--- src/hdl/tct_pkg.sv ---
// shared types and constants for the touch contact tracker
`timescale 1ns / 1ps
`default_nettype none
package tct_pkg;
    localparam int DefMaxPoints = 10;
    localparam logic [31:0] DefStaleTimeout = 32'd2000;

    localparam logic [2:0] FUNC_DOWN   = 3'd0;
    localparam logic [2:0] FUNC_MOVE   = 3'd1;
    localparam logic [2:0] FUNC_UP     = 3'd2;
    localparam logic [2:0] FUNC_CANCEL = 3'd3;
    localparam logic [2:0] FUNC_TICK   = 3'd4;

    localparam logic [2:0] EV_DOWN   = 3'd0;
    localparam logic [2:0] EV_MOVE   = 3'd1;
    localparam logic [2:0] EV_UP     = 3'd2;
    localparam logic [2:0] EV_CANCEL = 3'd3;
    localparam logic [2:0] EV_STALE  = 3'd4;

    // result source selection
    localparam logic [2:0] RS_DOWN     = 3'd0;
    localparam logic [2:0] RS_MOVE     = 3'd1;
    localparam logic [2:0] RS_UP_SLOT  = 3'd2;
    localparam logic [2:0] RS_UP_ZERO  = 3'd3;
    localparam logic [2:0] RS_CANCEL   = 3'd4;
    localparam logic [2:0] RS_STALE    = 3'd5;

    // slot write operations
    localparam logic [2:0] WR_NONE    = 3'd0;
    localparam logic [2:0] WR_DOWN    = 3'd1;
    localparam logic [2:0] WR_MOVE    = 3'd2;
    localparam logic [2:0] WR_UP      = 3'd3;
    localparam logic [2:0] WR_CANCEL  = 3'd4;
    localparam logic [2:0] WR_STALE   = 3'd5;
    localparam logic [2:0] WR_REMOVE  = 3'd6;

    typedef struct packed {
        logic       load;     // capture input item
        logic       ptr_load; // ptr <= 0
        logic       ptr_inc;
        logic       ptr_top;  // ptr <= count - 1
        logic       ptr_dec;
        logic       cnt_inc;  // append at count
        logic [2:0] wr_op;    // write slot at ptr (or count for append)
        logic       wr_at_count;
        logic       emit;
        logic       hold;     // capture result without raising valid
        logic       flush;    // raise valid on the held result
        logic [2:0] rsel;
        logic       emit_last;
    } tct_cmd_t;

    typedef struct packed {
        logic       match;     // slot at ptr holds item id
        logic       ptr_end;   // ptr >= count
        logic       ptr_zero;
        logic       full;
        logic       f_down;
        logic       f_stale;
        logic       f_pend;
        logic       aged;      // time nonzero and idle beyond timeout
        logic       count_zero;
        logic [2:0] func;
        logic       out_busy;  // output register holds a result
    } tct_stat_t;
endpackage
`default_nettype wire

--- src/hdl/tct_datapath.sv ---
// slot storage, search pointer and result register
`timescale 1ns / 1ps
`default_nettype none
module tct_datapath
    import tct_pkg::*;
#(
    parameter int MAX_POINTS = DefMaxPoints
) (
    input  wire logic               aclk,
    input  wire logic               aresetn,
    input  wire tct_cmd_t           cmd,
    output tct_stat_t               stat,
    input  wire logic               cfg_we,
    input  wire logic [31:0]        cfg_wdata,
    input  wire logic [2:0]         s_func,
    input  wire logic [4:0]         s_pointer_id,
    input  wire logic signed [15:0] s_pos_x,
    input  wire logic signed [15:0] s_pos_y,
    input  wire logic [7:0]         s_pressure,
    input  wire logic [31:0]        s_time_ms,
    output logic                    m_valid,
    input  wire logic               m_ready,
    output logic [2:0]              m_event_kind,
    output logic [4:0]              m_touch_id,
    output logic signed [15:0]      m_out_x,
    output logic signed [15:0]      m_out_y,
    output logic signed [16:0]      m_delta_x,
    output logic signed [16:0]      m_delta_y,
    output logic [7:0]              m_out_pressure,
    output logic                    m_last
);
    localparam int IW = (MAX_POINTS > 1) ? $clog2(MAX_POINTS) : 1;
    localparam int CW = $clog2(MAX_POINTS + 1);

    logic [4:0]  mem_id [MAX_POINTS];
    logic [15:0] mem_x [MAX_POINTS];
    logic [15:0] mem_y [MAX_POINTS];
    logic [7:0]  mem_pr [MAX_POINTS];
    logic [31:0] mem_t [MAX_POINTS];
    logic [2:0]  mem_f [MAX_POINTS];

    logic [31:0] timeout_reg;
    logic [CW-1:0] count_reg;
    logic [CW-1:0] ptr_reg;
    logic [2:0]  func_reg;
    logic [4:0]  id_reg;
    logic [15:0] x_reg, y_reg;
    logic [7:0]  pr_reg;
    logic [31:0] t_reg;

    logic [IW-1:0] rd_idx, wr_idx, last_idx;
    logic [4:0]  c_id;
    logic [15:0] c_x, c_y;
    logic [31:0] c_t;
    logic [2:0]  c_f;
    logic [31:0] idle;
    logic        ptr_ok;

    assign ptr_ok   = ptr_reg < count_reg;
    assign rd_idx   = ptr_ok ? ptr_reg[IW-1:0] : '0;
    assign last_idx = (count_reg != '0) ? IW'(count_reg - 1'b1) : '0;
    assign wr_idx   = cmd.wr_at_count ? IW'(count_reg) : rd_idx;
    assign c_id = mem_id[rd_idx];
    assign c_x  = mem_x[rd_idx];
    assign c_y  = mem_y[rd_idx];
    assign c_t  = mem_t[rd_idx];
    assign c_f  = mem_f[rd_idx];
    assign idle = t_reg - c_t;

    always_comb begin
        stat.match      = ptr_ok && (c_id == id_reg);
        stat.ptr_end    = !ptr_ok;
        stat.ptr_zero   = ptr_reg == '0;
        stat.full       = count_reg >= CW'(MAX_POINTS);
        stat.f_down     = c_f[0];
        stat.f_stale    = c_f[1];
        stat.f_pend     = c_f[2];
        stat.aged       = (c_t != '0) && (idle > timeout_reg);
        stat.count_zero = count_reg == '0;
        stat.func       = func_reg;
        stat.out_busy   = m_valid;
    end

    always_ff @(posedge aclk) begin
        if (!aresetn) begin
            timeout_reg <= DefStaleTimeout;
            count_reg   <= '0;
            ptr_reg     <= '0;
        end else begin
            if (cfg_we) begin
                timeout_reg <= cfg_wdata;
            end
            if (cmd.ptr_load) begin
                ptr_reg <= '0;
            end else if (cmd.ptr_inc) begin
                ptr_reg <= ptr_reg + 1'b1;
            end else if (cmd.ptr_top) begin
                ptr_reg <= count_reg - 1'b1;
            end else if (cmd.ptr_dec) begin
                ptr_reg <= ptr_reg - 1'b1;
            end
            if (cmd.cnt_inc) begin
                count_reg <= count_reg + 1'b1;
            end else if (cmd.wr_op == WR_REMOVE) begin
                count_reg <= count_reg - 1'b1;
            end
        end
    end

    always_ff @(posedge aclk) begin
        if (cmd.load) begin
            func_reg <= s_func;
            id_reg   <= s_pointer_id;
            x_reg    <= s_pos_x;
            y_reg    <= s_pos_y;
            pr_reg   <= s_pressure;
            t_reg    <= s_time_ms;
        end
        case (cmd.wr_op)
            WR_DOWN: begin
                mem_id[wr_idx] <= id_reg;
                mem_x[wr_idx]  <= x_reg;
                mem_y[wr_idx]  <= y_reg;
                mem_pr[wr_idx] <= pr_reg;
                mem_t[wr_idx]  <= t_reg;
                mem_f[wr_idx]  <= 3'b001;
            end
            WR_MOVE: begin
                mem_x[wr_idx]  <= x_reg;
                mem_y[wr_idx]  <= y_reg;
                mem_pr[wr_idx] <= pr_reg;
                mem_t[wr_idx]  <= t_reg;
                mem_f[wr_idx]  <= c_f & 3'b101;
            end
            WR_UP: begin
                mem_t[wr_idx] <= t_reg;
                mem_f[wr_idx] <= (c_f & 3'b110) | 3'b100;
            end
            WR_CANCEL: begin
                mem_f[wr_idx] <= (c_f & 3'b110) | 3'b100;
            end
            WR_STALE: begin
                mem_f[wr_idx] <= c_f | 3'b010;
            end
            WR_REMOVE: begin
                mem_id[wr_idx] <= mem_id[last_idx];
                mem_x[wr_idx]  <= mem_x[last_idx];
                mem_y[wr_idx]  <= mem_y[last_idx];
                mem_pr[wr_idx] <= mem_pr[last_idx];
                mem_t[wr_idx]  <= mem_t[last_idx];
                mem_f[wr_idx]  <= mem_f[last_idx];
            end
            default: begin
            end
        endcase
    end

    // result register
    always_ff @(posedge aclk) begin
        if (!aresetn) begin
            m_valid <= 1'b0;
        end else if ((cmd.emit && !cmd.hold) || cmd.flush) begin
            m_valid <= 1'b1;
        end else if (m_ready) begin
            m_valid <= 1'b0;
        end
    end

    always_ff @(posedge aclk) begin
        if (cmd.emit) begin
            m_last         <= cmd.emit_last;
            m_touch_id     <= id_reg;
            m_out_x        <= '0;
            m_out_y        <= '0;
            m_delta_x      <= '0;
            m_delta_y      <= '0;
            m_out_pressure <= '0;
            case (cmd.rsel)
                RS_DOWN: begin
                    m_event_kind   <= EV_DOWN;
                    m_out_x        <= x_reg;
                    m_out_y        <= y_reg;
                    m_out_pressure <= pr_reg;
                end
                RS_MOVE: begin
                    m_event_kind   <= EV_MOVE;
                    m_out_x        <= x_reg;
                    m_out_y        <= y_reg;
                    m_delta_x      <= {x_reg[15], x_reg} - {c_x[15], c_x};
                    m_delta_y      <= {y_reg[15], y_reg} - {c_y[15], c_y};
                    m_out_pressure <= pr_reg;
                end
                RS_UP_SLOT: begin
                    m_event_kind <= EV_UP;
                    m_touch_id   <= c_id;
                    m_out_x      <= c_x;
                    m_out_y      <= c_y;
                end
                RS_UP_ZERO: begin
                    m_event_kind <= EV_UP;
                end
                RS_CANCEL: begin
                    m_event_kind <= EV_CANCEL;
                    m_touch_id   <= '0;
                end
                default: begin
                    m_event_kind <= EV_STALE;
                    m_touch_id   <= c_id;
                end
            endcase
        end else if (cmd.flush) begin
            m_last <= cmd.emit_last;
        end
    end
endmodule
`default_nettype wire

--- src/hdl/tct_ctrl.sv ---
// sequencing state machine for the touch contact tracker
`timescale 1ns / 1ps
`default_nettype none
module tct_ctrl
    import tct_pkg::*;
(
    input  wire logic      aclk,
    input  wire logic      aresetn,
    input  wire logic      s_valid,
    output logic           s_ready,
    input  wire tct_stat_t stat,
    output tct_cmd_t       cmd
);
    localparam logic [2:0] ST_IDLE   = 3'd0;
    localparam logic [2:0] ST_SEARCH = 3'd1;
    localparam logic [2:0] ST_DOWN2  = 3'd2;
    localparam logic [2:0] ST_CANCEL = 3'd3;
    localparam logic [2:0] ST_AGE    = 3'd4;
    localparam logic [2:0] ST_PTOP   = 3'd5;
    localparam logic [2:0] ST_PURGE  = 3'd6;

    logic [2:0] state_reg, state_next;
    logic       pend_reg, pend_next; // tick result held in the result register
    logic       wait_out;

    assign wait_out = stat.out_busy;

    always_comb begin
        cmd        = '0;
        state_next = state_reg;
        pend_next  = pend_reg;
        s_ready    = 1'b0;
        unique case (state_reg)
            ST_IDLE: begin
                s_ready = 1'b1;
                if (s_valid) begin
                    cmd.load     = 1'b1;
                    cmd.ptr_load = 1'b1;
                    state_next   = ST_SEARCH;
                end
            end
            ST_SEARCH: begin
                case (stat.func) inside
                    FUNC_CANCEL: begin
                        state_next = ST_CANCEL;
                    end
                    FUNC_TICK: begin
                        pend_next  = 1'b0;
                        cmd.ptr_top = 1'b1;
                        state_next = stat.count_zero ? ST_IDLE : ST_AGE;
                    end
                    FUNC_DOWN, FUNC_MOVE, FUNC_UP: begin
                        if (stat.match) begin
                            if (!wait_out) begin
                                if (stat.func == FUNC_DOWN) begin
                                    if (stat.f_down) begin
                                        cmd.emit = 1'b1;
                                        cmd.rsel = RS_UP_SLOT;
                                    end
                                    state_next = ST_DOWN2;
                                end else if (stat.func == FUNC_MOVE) begin
                                    if (stat.f_down) begin
                                        cmd.emit      = 1'b1;
                                        cmd.rsel      = RS_MOVE;
                                        cmd.emit_last = 1'b1;
                                        cmd.wr_op     = WR_MOVE;
                                    end
                                    state_next = ST_IDLE;
                                end else begin
                                    cmd.emit      = 1'b1;
                                    cmd.rsel      = RS_UP_SLOT;
                                    cmd.emit_last = 1'b1;
                                    cmd.wr_op     = WR_UP;
                                    state_next    = ST_IDLE;
                                end
                            end
                        end else if (stat.ptr_end) begin
                            if (!wait_out) begin
                                if (stat.func == FUNC_DOWN) begin
                                    cmd.emit      = 1'b1;
                                    cmd.rsel      = RS_DOWN;
                                    cmd.emit_last = 1'b1;
                                    if (!stat.full) begin
                                        cmd.wr_op       = WR_DOWN;
                                        cmd.wr_at_count = 1'b1;
                                        cmd.cnt_inc     = 1'b1;
                                    end
                                end else if (stat.func == FUNC_UP) begin
                                    cmd.emit      = 1'b1;
                                    cmd.rsel      = RS_UP_ZERO;
                                    cmd.emit_last = 1'b1;
                                end
                                state_next = ST_IDLE;
                            end
                        end else begin
                            cmd.ptr_inc = 1'b1;
                        end
                    end
                    default: begin
                        state_next = ST_IDLE;
                    end
                endcase
            end
            ST_DOWN2: begin
                if (!wait_out) begin
                    cmd.emit      = 1'b1;
                    cmd.rsel      = RS_DOWN;
                    cmd.emit_last = 1'b1;
                    cmd.wr_op     = WR_DOWN;
                    state_next    = ST_IDLE;
                end
            end
            ST_CANCEL: begin
                if (stat.ptr_end) begin
                    if (!wait_out) begin
                        cmd.emit      = 1'b1;
                        cmd.rsel      = RS_CANCEL;
                        cmd.emit_last = 1'b1;
                        state_next    = ST_IDLE;
                    end
                end else begin
                    cmd.wr_op   = WR_CANCEL;
                    cmd.ptr_inc = 1'b1;
                end
            end
            ST_AGE: begin
                // pointer walks down; stalls while a result waits
                if (stat.ptr_end || stat.f_pend || !stat.aged) begin
                    if (stat.ptr_zero) begin
                        state_next = ST_PTOP;
                    end else begin
                        cmd.ptr_dec = 1'b1;
                    end
                end else if (pend_reg) begin
                    cmd.flush = 1'b1;
                    pend_next = 1'b0;
                end else if (!wait_out) begin
                    cmd.emit  = 1'b1;
                    cmd.hold  = 1'b1;
                    pend_next = 1'b1;
                    if (!stat.f_stale) begin
                        cmd.rsel  = RS_STALE;
                        cmd.wr_op = WR_STALE;
                    end else begin
                        cmd.rsel  = RS_UP_SLOT;
                        cmd.wr_op = WR_REMOVE;
                    end
                    if (stat.ptr_zero) begin
                        state_next = ST_PTOP;
                    end else begin
                        cmd.ptr_dec = 1'b1;
                    end
                end
            end
            ST_PTOP: begin
                // held tick result goes out as the last one
                if (pend_reg) begin
                    cmd.flush     = 1'b1;
                    cmd.emit_last = 1'b1;
                    pend_next     = 1'b0;
                end
                cmd.ptr_top = 1'b1;
                state_next  = stat.count_zero ? ST_IDLE : ST_PURGE;
            end
            ST_PURGE: begin
                if (!stat.ptr_end && stat.f_pend) begin
                    cmd.wr_op = WR_REMOVE;
                end
                if (stat.ptr_zero) begin
                    state_next = ST_IDLE;
                end else begin
                    cmd.ptr_dec = 1'b1;
                end
            end
            default: begin
                state_next = ST_IDLE;
            end
        endcase
    end

    always_ff @(posedge aclk) begin
        if (!aresetn) begin
            state_reg <= ST_IDLE;
            pend_reg  <= 1'b0;
        end else begin
            state_reg <= state_next;
            pend_reg  <= pend_next;
        end
    end
endmodule
`default_nettype wire

--- src/hdl/touch_contact_tracker_unit.sv ---
// touch contact tracker top level
// one item at a time; a search steps the slot pointer through the slots, a tick walks
//   them down to age and again to purge; tick results are held one deep to mark the last
// reset: synchronous active low; clears slot count, state and timeout to 2000
// slot storage has no reset, entries beyond the count are never read
`timescale 1ns / 1ps
`default_nettype none
module touch_contact_tracker_unit
    import tct_pkg::*;
#(
    parameter int MAX_POINTS = DefMaxPoints
) (
    input  wire logic               aclk,
    input  wire logic               aresetn,
    input  wire logic               cfg_we,
    input  wire logic [31:0]        cfg_wdata,
    input  wire logic               s_valid,
    output logic                    s_ready,
    input  wire logic [2:0]         s_func,
    input  wire logic [4:0]         s_pointer_id,
    input  wire logic signed [15:0] s_pos_x,
    input  wire logic signed [15:0] s_pos_y,
    input  wire logic [7:0]         s_pressure,
    input  wire logic [31:0]        s_time_ms,
    output logic                    m_valid,
    input  wire logic               m_ready,
    output logic [2:0]              m_event_kind,
    output logic [4:0]              m_touch_id,
    output logic signed [15:0]      m_out_x,
    output logic signed [15:0]      m_out_y,
    output logic signed [16:0]      m_delta_x,
    output logic signed [16:0]      m_delta_y,
    output logic [7:0]              m_out_pressure,
    output logic                    m_last
);
    tct_cmd_t  cmd;
    tct_stat_t stat;

    tct_ctrl u_ctrl (
        .aclk    (aclk),
        .aresetn (aresetn),
        .s_valid (s_valid),
        .s_ready (s_ready),
        .stat    (stat),
        .cmd     (cmd)
    );

    tct_datapath #(.MAX_POINTS(MAX_POINTS)) u_dp (
        .aclk           (aclk),
        .aresetn        (aresetn),
        .cmd            (cmd),
        .stat           (stat),
        .cfg_we         (cfg_we),
        .cfg_wdata      (cfg_wdata),
        .s_func         (s_func),
        .s_pointer_id   (s_pointer_id),
        .s_pos_x        (s_pos_x),
        .s_pos_y        (s_pos_y),
        .s_pressure     (s_pressure),
        .s_time_ms      (s_time_ms),
        .m_valid        (m_valid),
        .m_ready        (m_ready),
        .m_event_kind   (m_event_kind),
        .m_touch_id     (m_touch_id),
        .m_out_x        (m_out_x),
        .m_out_y        (m_out_y),
        .m_delta_x      (m_delta_x),
        .m_delta_y      (m_delta_y),
        .m_out_pressure (m_out_pressure),
        .m_last         (m_last)
    );

`ifndef SYNTHESIS
    a_emit_needs_room: assert property (@(posedge aclk) disable iff (!aresetn)
        cmd.emit |-> (!m_valid || m_ready || cmd.rsel == RS_DOWN))
        else $error("result overwritten");
    a_no_accept_busy: assert property (@(posedge aclk) disable iff (!aresetn)
        (s_valid && s_ready) |=> !s_ready)
        else $error("second item accepted while busy");
    a_flush_when_held: assert property (@(posedge aclk) disable iff (!aresetn)
        cmd.flush |-> !m_valid)
        else $error("held result released over a valid one");
`endif
endmodule
`default_nettype wire

--- config.mk ---
export PLATFORM = sky130hd
export DESIGN_NAME = touch_contact_tracker_unit
export DESIGN_NICKNAME = d
export VERILOG_FILES = /design/src/hdl/tct_pkg.sv /design/src/hdl/tct_datapath.sv /design/src/hdl/tct_ctrl.sv /design/src/hdl/touch_contact_tracker_unit.sv
export SDC_FILE = /design/constraint.sdc
export NUM_CORES = 2
export LEC_CHECK = 0
export BUFFER_PORTS_ARGS = -buffer_cell sky130_fd_sc_hd__buf_2
export CAP_MARGIN = 20
export CORE_AREA = 2 2 264 397
export DETAILED_ROUTE_END_ITERATION = 10
export DIE_AREA = 0 0 266 399
export PLACE_DENSITY = 0.63
export SLEW_MARGIN = 40
export SYNTH_ARGS = -nofsm -noshare
export SYNTH_HDL_FRONTEND = slang
export SYNTH_SLANG_ARGS = --single-unit
export TNS_END_PERCENT = 20
--- constraint.sdc ---
create_clock -name aclk -period 13.5 [get_ports aclk]
set_clock_uncertainty 0.1 [all_clocks]
set_input_delay 2.7 -clock aclk [delete_from_list [all_inputs] [get_ports aclk]]
set_output_delay 2.7 -clock aclk [all_outputs]
set_load 0.01 [all_outputs]
== After elaboration in Yosys (flattened, before gate mapping) ==
Memories as Yosys holds them, arrays and structs flattened.
Cells that the tools add are included.
Word-level totals
  register bits: 208
  memory bits (writable): 720
  word-level logic and storage cells: 248
  memories kept: 5
  output and inout bits: 85
Memories
  u_dp.mem_t: words 10, width 32, read ports 2, clocked after Yosys merged registers in 0, write ports 1, line tct_datapath.sv:39  | logic [31:0] mem_t [MAX_POINTS];
  u_dp.mem_x: words 10, width 16, read ports 2, clocked after Yosys merged registers in 0, write ports 1, line tct_datapath.sv:36  | logic [15:0] mem_x [MAX_POINTS];
  u_dp.mem_y: words 10, width 16, read ports 2, clocked after Yosys merged registers in 0, write ports 1, line tct_datapath.sv:37  | logic [15:0] mem_y [MAX_POINTS];
  u_dp.mem_id: words 10, width 5, read ports 2, clocked after Yosys merged registers in 0, write ports 1, line tct_datapath.sv:35  | logic [4:0] mem_id [MAX_POINTS];
  u_dp.mem_f: words 10, width 3, read ports 2, clocked after Yosys merged registers in 0, write ports 1, line tct_datapath.sv:40  | logic [2:0] mem_f [MAX_POINTS];
Cells by class
  muxes and demuxes: 141
  eq/ne operators: 29
  $lt $le $gt $ge: 3
  add/sub/neg operators: 7
  bitwise logic cells: 14
  reductions and logical operators: 29
Operators by type and width (count)
  $mux 3: 35
  $mux 32: 3
  $mux 4: 18
  $mux 16: 4
  $pmux 16 s2: 2
  $mux 1: 50
  $mux 6: 6
  $sub 16x16->17: 2
  $gt 32x32->1: 1
  $reduce_bool 32->1: 1
  $sub 32x32->32: 1
  $eq 3x2->1 const B: 8
  $eq 3x3->1 const B: 8
  $pmux 3 s4: 2
  $pmux 3 s7: 1
  $mux 2: 8
  $mux 5: 3
  $pmux 3 s5: 1
  $or 1x1->1: 13
  $eq 3x1->1 const B: 4
  $pmux 5 s2: 1
  $logic_not 3->1: 3
  $add 4x1->4 const B: 2
  $logic_not 4->1: 2
  22 further kinds: 44

== Depth between registers and ports, before layout ==
An unclocked memory read counts as a cell.
  depth in word-level cells: 20
  gate-level depth with buffers: 37
  gate-level depth less buffers: 31

== Modules after synthesis ==
Synthesis repeated with hierarchy kept, for this count alone.
Second synthesis, totals
  cells, all modules: 4031
  area total of the unflattened synthesis: 47105.2 µm²
Modules (own cells, without submodules)
  tct_datapath: sequential area each 27336.2 µm², instances 1, area an instance 46387.0 µm², cells each 3926
  tct_ctrl: sequential area each 80.1 µm², instances 1, area an instance 718.2 µm², cells each 105

== Worst setup path after synthesis ==
No wires, ideal clock.
  kind: reg-to-reg
  start point: register u_dp.count_reg[1]
  end point: memory u_dp.mem_x[8][0], enable pin
  arrival: 8.949 ns
  stages on the path, launching flop included: 33
  path buffers: 2
  path slack: 4.019 ns
  setup time: 0.432 ns
  clock period less this slack: 9.481 ns
  path through: dfxtp_1 inv_1 ha_1 or3b_4 a211oi_1 clkbuf_1 a221oi_1 o221ai_1 ha_1 inv_1 fa_1 a21o_1 a21oi_1 o21ai_0 a41oi_1 o211ai_1 nand2_1 o21ai_0 a221oi_1 a21oi_1 xor2_1 ha_1 nand2_1 or4_1 nor3_1 nand2_1 o31ai_1 a21oi_1 nor3_1 o21a_1 buf_2 o211ai_2 a21oi_1
Between the ends
  cells in the longest elaborated chain, start to end: 17
  elaborated cells between the ends (all ways): 50
Ends and longest elaborated chain
  start: declaration: line tct_datapath.sv:43  | logic [CW-1:0] count_reg;
  start signal: assignment: line tct_datapath.sv:103  | count_reg <= count_reg + 1'b1;
  start signal: assignment: line tct_datapath.sv:105  | count_reg <= count_reg - 1'b1;
  parallel branches: the longest is 17 deep, another holds $mem_v2 10x32
  end: declaration: line tct_datapath.sv:36
Parallel ways; which one is timed is not known.

== Final worst setup path ==
  start point: register u_dp.ptr_reg[2]
  end point: memory u_dp.mem_t[2][28], enable pin
Between the ends
  cells in the longest elaborated chain, start to end: 18
  elaborated cells between the ends (all ways): 50
Ends and longest elaborated chain
  start: declaration: line tct_datapath.sv:44  | logic [CW-1:0] ptr_reg;
  start signal: assignment: line tct_datapath.sv:96  | ptr_reg <= ptr_reg + 1'b1;
  start signal: assignment: line tct_datapath.sv:98  | ptr_reg <= count_reg - 1'b1;
  start signal: assignment: line tct_datapath.sv:100  | ptr_reg <= ptr_reg - 1'b1;
  parallel branches: the longest is 18 deep, another holds $mem_v2 10x32
  end: declaration: line tct_datapath.sv:39
Parallel ways; which one is timed is not known.

==> impl_metrics.yaml <==
clock_tree:
  cts_sinks: 928
  cts-resized-gates: 0
  clk_latency_ns: 0.70
  path_clk_slew_ns: 0.06
  cts_tree: "built"
  numCtsBuffers: 94
  cts_max_level: 3
  root_buffer: "clkbuf_16"
  cts_hold_buf: 0
  post_cts_buffers: 0
  clock_path_buffers: 3
floorplan:
  dieArea_sq_um: 106000
  die_y_um: 399
  coreArea_sq_um: 102000
  start_util: 0.469
  io_pins: 202
  die_x_um: 266
  rows: 144
grt:
  grt_remaining_overflow: 0
  grt_pass1_vias: 34600
  grt_pass1_wl_um: 227000
  grtUsageTotal: 0.293
  grt_start_max_net_pins: 71
  grt_antenna_before_repair: 6
routing:
  first_iter_violations: 3231
  met3_length_um: 10400
  routed_via_density: 6.46
  wl_um: 158000
  wl_met2_um: 80000
  wl_per_cell_um: 29.1
  dr.pass1.iters: 9
  top_layer: "met5"
  drc: 0
  vias: 35100
  wl_met1_um: 55100
  ant_nets: 0
yosys:
  yosysUniqueCellTypes: 85
  syn_area_sq_um: 48000
  synth_flop_cell: "edfxtp_1"
  avgSynthCellArea_sq_um: 12.3
  ys_seq_area_frac: 0.571
  synth_edf_count: 883
  netlist_instances: 3918
  async_flop_share: 0
  synth_nets: 4141
  ys_seq_elements: 928
  yosysWarnings: 0
cells_and_area:
  largest_reg_flops: 320
  largest-register: "u_dp.mem_t"
  finalNetCount: 4260
  syn_to_final_growth_pct: 12.6
  reg_top3: "u_dp.mem_t x320, u_dp.mem_x x160, u_dp.mem_y x160"
  drive_gt1_frac: 0.184
  nFillCells: 8706
timing:
  fin_tns_setup_ns: 0
  slew_viol_final: 0
  fmax_ghz: 0.0897
  finalHoldViolCount: 0
  finalCritPeriodShare: 0.826
  tightest_slew_ns: 0.926
  relSlewSlack: 0.382
  rsz0062_at_grt: "false"
  min_period_ns: 11.15
  finalSetupViolCount: 0
  hold_ws_ns: 0.387
worst_setup_path:
  crit_type: "flop to flop"
  critPathArrivalTime_ns: 11.39
  cp_slowest_cell: "a21oi_4"
  crit_path_end_kind: "flop"
  slowest_delay_ns: 0.78
  path_buf_inv: 3
  crit_required_ns: 13.74
  cp_top_family: "compound AO/OA/AOI/OAI gates"
  start_kind: "flop"
  worstPathMaxFanout: 47
status:
  status: "completed"
hold_path:
  hold_path_class: "flop to flop"
power:
  vdd_drop_max_mv: 0.124
  powerDensity_nw_per_um2: 122
  power_mw: 6.62
  p_leak_nw: 18.4
run:
  cap_violations: 0
placed_design:
  port_buffers: 201
  gp_congestion: 0.880
  hpwl_um: 104000
cell families (layout without fill, tap and decap cells):
logic type                 Yosys count  count (layout)  synth area share
AOI/OAI and AO/OA                 1027            1027             0.142
xor gates and xnor gates            45              45           0.00821
adders and majority gates          106             106            0.0281
buffers and inverters              385             581            0.0316
DFF                                928             928             0.571
muxes                              477             477             0.129
other                                0               4                 0
and+or+nand+nor                    950             950            0.0906
where the power goes:
part / leakage (nW) / internal, mW / switching (mW)
combinational: 8.59 / 0.270 / 0.460
sequential: 8.35 / 3.21 / 0.0471
clock: 1.48 / 1.47 / 1.15
per-stage QoR:
stage | setup WS (ns) | cells | cell area (sq um) | utilization
finish | 2.35 | 5432 | 54100 | 0.528
global route | 1.80 | 5429 | 54000 | 0.528
CTS | 2.37 | 5426 | 54000 | 0.528
detailed placement | 2.38 | 5253 | 50900 | 0.498
global placement | 2.32 | 5238 | 50600 | 0.495
floorplan | 4.02 | 3918 | 48000 | -
worst paths after layout:
| check | from | endpoint | slack [ns] | depth (start not counted) |
|---|---|---|---|---|
| hold / removal | u_dp.timeout_reg[9] | u_dp.timeout_reg[9] | 0.39 | 2 |
| setup reg to reg | u_dp.ptr_reg[2] | u_dp.mem_t[2][28] | 2.35 | 31 |
| hold reg to reg | u_dp.timeout_reg[9] | u_dp.timeout_reg[9] | 0.39 | 2 |
| setup / recovery | u_dp.ptr_reg[2] | u_dp.mem_t[2][28] | 2.35 | 31 |
cell usage in the layout, fill, tap and decap left out, types with 15 or more instances in the layout:
cell type  count
or2_2         26
a2bb2oi_1     53
clkbuf_1      20
a21o_1        32
o31ai_1       35
o211ai_1      25
o22ai_1       16
a211oi_1      64
nor3_1        46
nand2b_1      34
o21ai_0      240
nor2_1       157
a21oi_1      211
ha_1         103
buf_2        200
inv_1         99
nand2_1      408
edfxtp_1     883
clkbuf_16     94
a31oi_1       59
buf_4         82
dfxtp_1       41
clkinv_2      18
and3_1        58
mux2_2       115
a221oi_1      23
a21oi_4       25
mux4_2        95
mux2_1        62
o21a_1        44
nand3_1      117
o221ai_1      40
a2111o_1      15
nor2b_1       30
xnor2_1       31
mux2i_1      204
a22oi_1       18
synth_stat cells (32+ instances only):
| cell type | number | share of area |
|---|---|---|
| mux2_2 | 115 | 0.027 |
| a21oi_1 | 238 | 0.025 |
| nor3_1 | 49 | 0.0051 |
| edfxtp_1 | 883 | 0.55 |
| a31oi_1 | 60 | 0.0078 |
| mux2i_1 | 205 | 0.043 |
| a211oi_1 | 68 | 0.011 |
| o221ai_1 | 41 | 0.0075 |
| a21o_1 | 33 | 0.0052 |
| mux4_2 | 95 | 0.045 |
| o31ai_1 | 36 | 0.0056 |
| inv_1 | 99 | 0.0077 |
| clkbuf_1 | 190 | 0.015 |
| mux2_1 | 62 | 0.015 |
| and3_1 | 58 | 0.0076 |
| nand2b_1 | 35 | 0.0046 |
| dfxtp_1 | 45 | 0.019 |
| xnor2_1 | 32 | 0.0058 |
| ha_1 | 103 | 0.027 |
| o21a_1 | 45 | 0.0070 |
| nand2_1 | 411 | 0.032 |
| buf_2 | 40 | 0.0042 |
| nor2_1 | 160 | 0.013 |
| o21ai_0 | 242 | 0.025 |
| a2bb2oi_1 | 53 | 0.0097 |
| nand3_1 | 118 | 0.012 |
| buf_1 | 48 | 0.0038 |
final cells by class:
cell class / count / area (sq um) / share of cell area
well taps: 1314 / 1640 / 0.0304
inverters: 103 / 388 / 0.00718
repair buffers: 305 / 1970 / 0.0364
clock inverters: 54 / 558 / 0.0103
flip-flops and latches: 928 / 27400 / 0.507
multi-input cells: 2605 / 19600 / 0.362
clock buffers: 119 / 2500 / 0.0462
diodes: 4 / 10.0 / 0.000185
metal layers:
layer / track usage / vias to the layer above
li1: - / 15400
met3: 0.0349 / 478
met1: 0.328 / 17400
met4: 0.214 / 2
met5: 0 / -
met2: 0.514 / 1787
worst register-to-register path, delay by kind of cell (launching register included):
| kind | cells | cell delay [ns] |
|---|---|---|
| buffers and inverters | 3 | 0.81 |
| DFF | 1 | 0.77 |
| AOI/OAI and AO/OA | 17 | 5.73 |
| adders and majority gates | 4 | 1.40 |
| and+or+nand+nor | 6 | 1.81 |
| xor gates and xnor gates | 1 | 0.16 |
Note: power is estimated with default switching activity, not from simulation.
